File: src/design/gscb_pkg.sv
package gscb_pkg;

	// Field widths of the channels
	localparam int KEY_W = 64;
	localparam int POS_W = 31;
	localparam int ERR_BITS = 16;

	// Bits of key and position that take part in the arithmetic
	localparam int KEY_BITS = 64;
	localparam int POS_BITS = 31;

	// Slope numerator: position difference +- max_error, signed
	localparam int NUM_BITS = ((POS_BITS > ERR_BITS) ? POS_BITS : ERR_BITS) + 2;
	// |numerator| always stays below 2^32
	localparam int MAG_BITS = 32;
	// Denominators are split into two halves for the 32x32 multiplier
	localparam int HALF_BITS = 32;
	localparam int DEN_BITS = 2 * HALF_BITS;
	// n1*d2 - n2*d1, signed
	localparam int ACC_BITS = MAG_BITS + DEN_BITS + 2;

	// APB
	localparam int PADDR_BITS = 3;
	localparam int APB_DATA = 32;
	localparam logic [ERR_BITS-1:0] MAX_ERROR_RESET = 16'd32;

	typedef logic [KEY_BITS-1:0] key_t;
	typedef logic [POS_BITS-1:0] pos_t;
	typedef logic signed [NUM_BITS-1:0] num_t;

	typedef struct packed {
		logic [KEY_W-1:0] point_key;
		logic [POS_W-1:0] point_position;
		logic             stream_end;
	} point_t;

	typedef struct packed {
		logic [KEY_W-1:0] knot_key;
		logic [POS_W-1:0] knot_position;
		logic             run_last;
	} knot_t;

	// Slope compare request: sign of n1/d1 - n2/d2, dens positive
	typedef struct packed {
		logic start;
		num_t n1;
		key_t d1;
		num_t n2;
		key_t d2;
	} cmp_req_t;

	typedef struct packed {
		logic done;
		logic lt;
		logic gt;
	} cmp_rsp_t;

endpackage

File: src/design/gscb_cmp_unit.sv
module gscb_cmp_unit import gscb_pkg::*; (
	input  logic     clk,
	input  logic     arst_n,
	input  cmp_req_t req,
	output cmp_rsp_t rsp
);

	// steps 0..3 issue partial products, step 5 presents the result
	localparam logic [2:0] STEP_LAST_MUL = 3'd3;
	localparam logic [2:0] STEP_DONE = 3'd5;

	logic                    busy_q;
	logic [2:0]              step_q;
	logic [MAG_BITS-1:0]     m1_q, m2_q;
	logic                    neg1_q, neg2_q;
	logic [DEN_BITS-1:0]     d1_q, d2_q;
	logic [2*HALF_BITS-1:0]  prod_s1;
	logic                    neg_s1, hi_s1, vld_s1;
	logic [ACC_BITS-1:0]     acc_q;

	logic [MAG_BITS-1:0]     mul_a;
	logic [DEN_BITS-1:0]     den_sel;
	logic [HALF_BITS-1:0]    mul_b;
	logic [ACC_BITS-1:0]     term;
	logic [ACC_BITS-1:0]     acc_next;
	logic                    issue;

	function automatic logic [MAG_BITS-1:0] mag(input num_t n);
		num_t m;
		m = n[NUM_BITS-1] ? -n : n;
		return MAG_BITS'(unsigned'(m));
	endfunction

	// step bit 1 picks the product (n1*d2 or n2*d1), bit 0 the den half
	assign issue = busy_q && (step_q <= STEP_LAST_MUL);
	assign mul_a = step_q[1] ? m2_q : m1_q;
	assign den_sel = step_q[1] ? d1_q : d2_q;
	assign mul_b = step_q[0] ? den_sel[DEN_BITS-1:HALF_BITS] : den_sel[HALF_BITS-1:0];

	assign term = hi_s1 ? (ACC_BITS'(prod_s1) << HALF_BITS) : ACC_BITS'(prod_s1);
	assign acc_next = neg_s1 ? (acc_q - term) : (acc_q + term);

	always_ff @(posedge clk or negedge arst_n) begin
		if (!arst_n) begin
			busy_q <= 1'b0;
			step_q <= '0;
			vld_s1 <= 1'b0;
		end else begin
			vld_s1 <= issue;
			if (req.start) begin
				busy_q <= 1'b1;
				step_q <= '0;
			end else if (busy_q) begin
				if (step_q == STEP_DONE) begin
					busy_q <= 1'b0;
				end else begin
					step_q <= step_q + 3'd1;
				end
			end
		end
	end

	always_ff @(posedge clk) begin
		if (issue) begin
			prod_s1 <= (2*HALF_BITS)'(mul_a) * (2*HALF_BITS)'(mul_b);
			neg_s1 <= step_q[1] ? ~neg2_q : neg1_q;
			hi_s1 <= step_q[0];
		end
		if (req.start) begin
			m1_q <= mag(req.n1);
			neg1_q <= req.n1[NUM_BITS-1];
			m2_q <= mag(req.n2);
			neg2_q <= req.n2[NUM_BITS-1];
			d1_q <= DEN_BITS'(req.d1);
			d2_q <= DEN_BITS'(req.d2);
			acc_q <= '0;
		end else if (vld_s1) begin
			acc_q <= acc_next;
		end
	end

	assign rsp.done = busy_q && (step_q == STEP_DONE);
	assign rsp.lt = acc_q[ACC_BITS-1];
	assign rsp.gt = !acc_q[ACC_BITS-1] && (|acc_q);

`ifndef SYNTHESIS
	a_start_idle: assert property (@(posedge clk) disable iff (!arst_n)
		req.start |-> !busy_q)
		else $error("compare started while busy");

	a_latency: assert property (@(posedge clk) disable iff (!arst_n)
		req.start |-> ##6 rsp.done)
		else $error("compare result not on time");

	a_step_range: assert property (@(posedge clk) disable iff (!arst_n)
		busy_q |-> (step_q <= STEP_DONE))
		else $error("compare step out of range");
`endif

endmodule

File: config.mk
export PLATFORM = sky130hd
export DESIGN_NAME = gscb_cmp_unit
export DESIGN_NICKNAME = d
export VERILOG_FILES = /design/src/design/gscb_pkg.sv /design/src/design/gscb_cmp_unit.sv
export SDC_FILE = /design/constraint.sdc
export NUM_CORES = 2
export LEC_CHECK = 0
export BUFFER_PORTS_ARGS = -buffer_cell sky130_fd_sc_hd__buf_2
export CAP_MARGIN = 20
export CORE_MARGIN = 3
export CORE_UTILIZATION = 58
export DETAILED_ROUTE_END_ITERATION = 10
export PLACE_DENSITY = 0.75
export SYNTH_ARGS = -nofsm -noshare
export SYNTH_HDL_FRONTEND = slang
export SYNTH_SLANG_ARGS = --single-unit
File: constraint.sdc
create_clock -name clk -period 25.8 [get_ports clk]
set_input_delay 1.29 -clock clk [delete_from_list [all_inputs] [get_ports clk]]
set_output_delay 1.29 -clock clk [all_outputs]
set_load 0.005 [all_outputs]
* Yosys cells after proc, flatten, opt, wreduce, memory -nomap -nowiden
Cells that the tools add are included.
** Storage, ports and cells
- Flip-flop bits (word level) :: 363
- Input port bits :: 197
- Logic and storage cells :: 44
** Cells by class
- $add $sub $neg :: 5
- Multiply operators :: 1
- $lt $le $gt $ge :: 1
- Equal/unequal tests :: 2
- Mux-type cells :: 14
- Bitwise logic cells :: 1
- Reductions and logical operators :: 7
** Operator list (number)
- 32-bit 2-to-1 mux :: 4
- 98-bit by 96-bit adder with 98-bit output :: 1
- 98-bit 2-to-1 mux :: 1
- 98-bit OR reduction :: 1
- 98-bit by 96-bit subtractor with 98-bit output :: 1
- 96-bit 2-to-1 mux :: 1
- 32-bit by 32-bit multiplier with 64-bit output :: 1
- 64-bit 2-to-1 mux :: 1
- 32-bit negator :: 2
- 3-bit 2-to-1 mux :: 3
- 1-bit 2-to-1 mux :: 4
- 3-bit by 1-bit adder with 3-bit output (second input constant) :: 1
- 3-bit == test (second input constant) :: 1
- 3-bit by 2-bit <= comparator with 1-bit output (second input constant) :: 1
- 1-bit logical AND :: 3
- 2-bit != test (second input constant) :: 1
- 2-bit AND reduction :: 1
- 2-bit nonzero test :: 1
- 1-bit logical NOT :: 1
- 1-bit inverter :: 1

* Depth between registers and ports, before layout
- Depth in word-level cells :: 4
- Depth in mapped cells :: 36
- Gate-level depth less buffers :: 32

* Least setup slack after synthesis
No wires, ideal clock.
- Path type :: register to register
- Start point :: reg step_q[0]
- End point :: reg prod_s1[63], data pin
- Data arrival time :: 8.794 ns
- Required time :: 25.540 ns
- Slack :: 16.746 ns
- Cell stages (with the launch flop) :: 31
- Path buffers :: 4
- Period minus slack after synthesis :: 9.054 ns
- Path through :: dfrtp_1 -> clkbuf_1 -> clkbuf_1 -> clkbuf_1 -> mux2i_1 -> nand2_1 -> o21ai_1 -> clkbuf_1 -> nor2_1 -> fa_1 -> fa_1 -> inv_1 -> fa_1 -> fa_1 -> fa_1 -> inv_1 -> fa_1 -> fa_1 -> fa_1 -> ha_1 -> a21oi_1 -> a21oi_1 -> o21ai_0 -> a21oi_1 -> a2111oi_0 -> o31ai_1 -> a21oi_1 -> o311ai_1 -> a41oi_1 -> o21ai_0 -> xnor2_1
** Between the ends
- Word-level cells in the longest chain between the ends :: 2
** RTL lines
- start, declared :: RTL line gscb_cmp_unit.sv:13 : logic [2:0] step_q;
- start signal, assigned :: RTL line gscb_cmp_unit.sv:57 : step_q <= step_q + 3'd1;
- 32-bit 2-to-1 mux :: RTL line gscb_cmp_unit.sv:38 : assign mul_b = step_q[0] ? den_sel[DEN_BITS-1:HALF_BITS] : den_sel[HALF_BITS-1:0];
- 32-bit by 32-bit multiplier with 64-bit output :: RTL line gscb_cmp_unit.sv:65 : prod_s1 <= (2*HALF_BITS)'(mul_a) * (2*HALF_BITS)'(mul_b);
- end signal, assigned :: RTL line gscb_cmp_unit.sv:65
- end, declared :: RTL line gscb_cmp_unit.sv:17 : logic [2*HALF_BITS-1:0] prod_s1;
Every way passes these cells.
A chain may end at the register's enable or synchronous reset.

* Worst setup path in the final report
- Start point :: reg step_q[1]
- End point :: reg prod_s1[63], data pin
** Between the ends
- Word-level cells in the longest chain between the ends :: 3
** RTL lines
- 64-bit 2-to-1 mux :: RTL line gscb_cmp_unit.sv:37 : assign den_sel = step_q[1] ? d1_q : d2_q;
- 32-bit 2-to-1 mux :: RTL line gscb_cmp_unit.sv:38
- 32-bit by 32-bit multiplier with 64-bit output (*) :: RTL line gscb_cmp_unit.sv:65
Mark *: on every way between the ends. The rest lies on a longest branch, timed or not.

==> impl_metrics.toml <==
[critical_path]
r2r_slack_ns = 14.67
worstReg2RegEnd = "prod_s1[63]"
cp-end-kind = "flip-flop"
required_ns = 26.17
rr_startpoint = "step_q[1]"
startpoint = "step_q[1]"
rr_worst_depth = 26
endpoint = "prod_s1[63]"
worstPathArrival_ns = 11.50
worstSetupPathType = "reg -> reg"
crit_path_start_kind = "flip-flop"
crit_path_max_fanout = 63

[cts]
cts.clk_slew.worst_paths_ns = 0.05
ctsHoldBuffers = 0
postCtsSetupRepairBufs = 0
post_cts_resized = 0
cts_tree = "built"
cts_htree_levels = 2
clk_latency_ns = 0.64
cts_sinks = 363
numCtsBuffers = 43
cts-root-buf = "clkbuf_16"
cts_buffer_depth = 3

[drt]
ant_nets = 0
viasPerCell = 6.13
wire_per_inst_um = 24.0
first_pass_iters = 7
first_iter_violations = 4963
wl_mm = 182
vias = 46419
drc = 0

[timing]
fin_skew_ns = 0.0626
tightest_slew_ns = 1.19
hold_violations = 0
rsz0062_at_grt = "no"
max_freq_ghz = 0.0899
finalCriticalPeriod_ns = 11.13
max_slew_margin_pct = 19.0
setup_viol = 0
setup_tns_ns = 0
drv_slew = 0
fin_crit_sh_pct = 43.1

[placed_design]
hpwl_mm = 139
gp_congestion = 1.00
port_buffers = 199

[logic_synthesis]
ys_seq_area_share_pct = 17.5
yosysMostFrequentCell = "inv_1"
synth_cell_type_count = 107
ys.flop_type = "edfxtp_1"
synth_commonest_cells = "inv_1, fa_1, nor2_1, nand2_1, ha_1"
syn_inst = 6287
synth_top_area_share_pct = 31.8
syn_nets = 7747
yosys_warnings = 0
avgSynthCellArea_um2 = 9.00
synth_area_leaders = "fa_1, edfxtp_1, ha_1"
yosys.area.top_type = "fa_1"
async_flop_share_pct = 1.38
synth_area_um2 = 56600
yosys_register_bits = 363
synth_edf_count = 260

[min_path]
hold_path_class = "in -> async"

[finish]
multi_input_area_um2 = 41900
layout.area.seq_um2 = 9910
syn_to_final_growth_pct = 6.07
drive_gt1_share_pct = 8.08
nets = 7735
nFillCells = 8096

[die]
die_h_um = 318
die_w_um = 318
top_level_ports = 200
fp-row-count = 113
core_um2 = 95900
dieArea_um2 = 101000
start_util_pct = 59.0

[grt]
gr-usage-all-layers_pct = 35.8
grt-ovfl-total = 0
grt_start_max_net_pins = 163
antenna_found_initial = 4
grt_pass1_vias = 47871
grt_first_pass_wirelength_mm = 278

[run_status]
outcome = "finished, final reports clean"

[run]
cap_violations = 0
-- worst min path at each step --
| stage | end | slack [ns] | cells after the start |
|---|---|---|---|
| final | step_q[2] | 0.47 | 1 |
| after global routing | step_q[2] | 0.47 | 1 |
| after CTS | step_q[2] | 0.44 | 1 |
| after detailed placement | acc_q[83] | 0.49 | 2 |
| after global placement | acc_q[83] | 0.47 | 2 |
| after floorplan | acc_q[83] | 0.45 | 2 |
-- layer usage --
metal,global-route usage [%],routed length [um]
met5,0,78
met4,20.4,13700
met3,10.8,21500
met2,55.9,80700
met1,44.5,66200
-- flip-flops by register name, indices dropped and copies added (netlist names) --
signal   flops
acc_q       98
busy_q       1
d1_q        64
d2_q        64
hi_s1        1
m1_q        32
m2_q        32
neg1_q       1
neg2_q       1
neg_s1       1
prod_s1     64
step_q       3
vld_s1       1
-- layout by cell type, fill, tap and decap left out, drive strengths merged, types with 37 or more instances in the layout --
master,Yosys,final
inv,910,913
nor4,53,53
buf,55,291
nor2,828,828
o21ai,200,200
a21o,96,96
fa,897,897
edfxtp,260,260
xor2,110,110
nor3,66,66
nand2,715,715
dfxtp,98,98
a21oi,273,273
o21bai,42,42
mux2i,131,131
clkbuf,290,50
o21a,51,51
nand2b,48,48
mux2,62,62
xnor2,167,167
nand4,75,75
nand3,48,48
ha,366,366
or3,37,37
-- worst max-delay path: stages (launching register included) --
cell,delay [ns]
dfrtp_4,0.84
buf_4,0.77
buf_4,0.57
mux2i_2,1.04
nor2_1,0.18
fa_1,0.56
fa_1,0.55
inv_1,0.06
fa_1,0.49
fa_1,0.51
inv_1,0.06
fa_1,0.56
fa_1,0.44
fa_1,0.49
inv_1,0.05
fa_1,0.47
inv_1,0.05
ha_1,0.41
nand4_1,0.15
nor2_1,0.12
o21ai_0,0.11
o31ai_1,0.83
a21oi_1,0.31
o311ai_1,0.49
a41oi_1,0.29
o21ai_0,0.28
xnor2_1,0.09
-- cell families (layout without fill, tap and decap cells) --
logic type | after synthesis | after routing | synth area share (%)
simple gates | 2020 | 2020 | 15.6
fa+ha+maj | 1263 | 1263 | 39.8
buf+inv | 1260 | 1282 | 8.81
compound gates | 906 | 906 | 10.2
flops | 363 | 363 | 17.5
xor+xnor | 277 | 277 | 4.29
mux | 198 | 198 | 3.75
other cells | 0 | 2 | 0
-- metrics by stage --
stage | setup WS (ns) | cell area, um2 | hold WS (ns) | instances | util (%)
after floorplan | 16.75 | 56600 | 0.454 | 6287 | -
after global placement | 15.00 | 58500 | 0.473 | 7494 | 61.0
after detailed placement | 14.91 | 58500 | 0.486 | 7494 | 61.0
after CTS | 14.85 | 60000 | 0.444 | 7573 | 62.6
after global routing | 14.42 | 60000 | 0.471 | 7575 | 62.6
final | 14.67 | 60000 | 0.471 | 7576 | 62.6
-- final cells by class --
class	count	share of cell area [%]
antenna	2	0.00834
tap	1265	2.64
clock inverter	30	0.567
timing repair buffer	292	2.86
multi-input combinational	4664	69.8
sequential	363	16.5
clock buffer	49	1.87
inverter	911	5.70
Power is left out: the tool's default activity adds up to more than one toggle a clock period on the data nets, which glitch-free logic cannot reach.
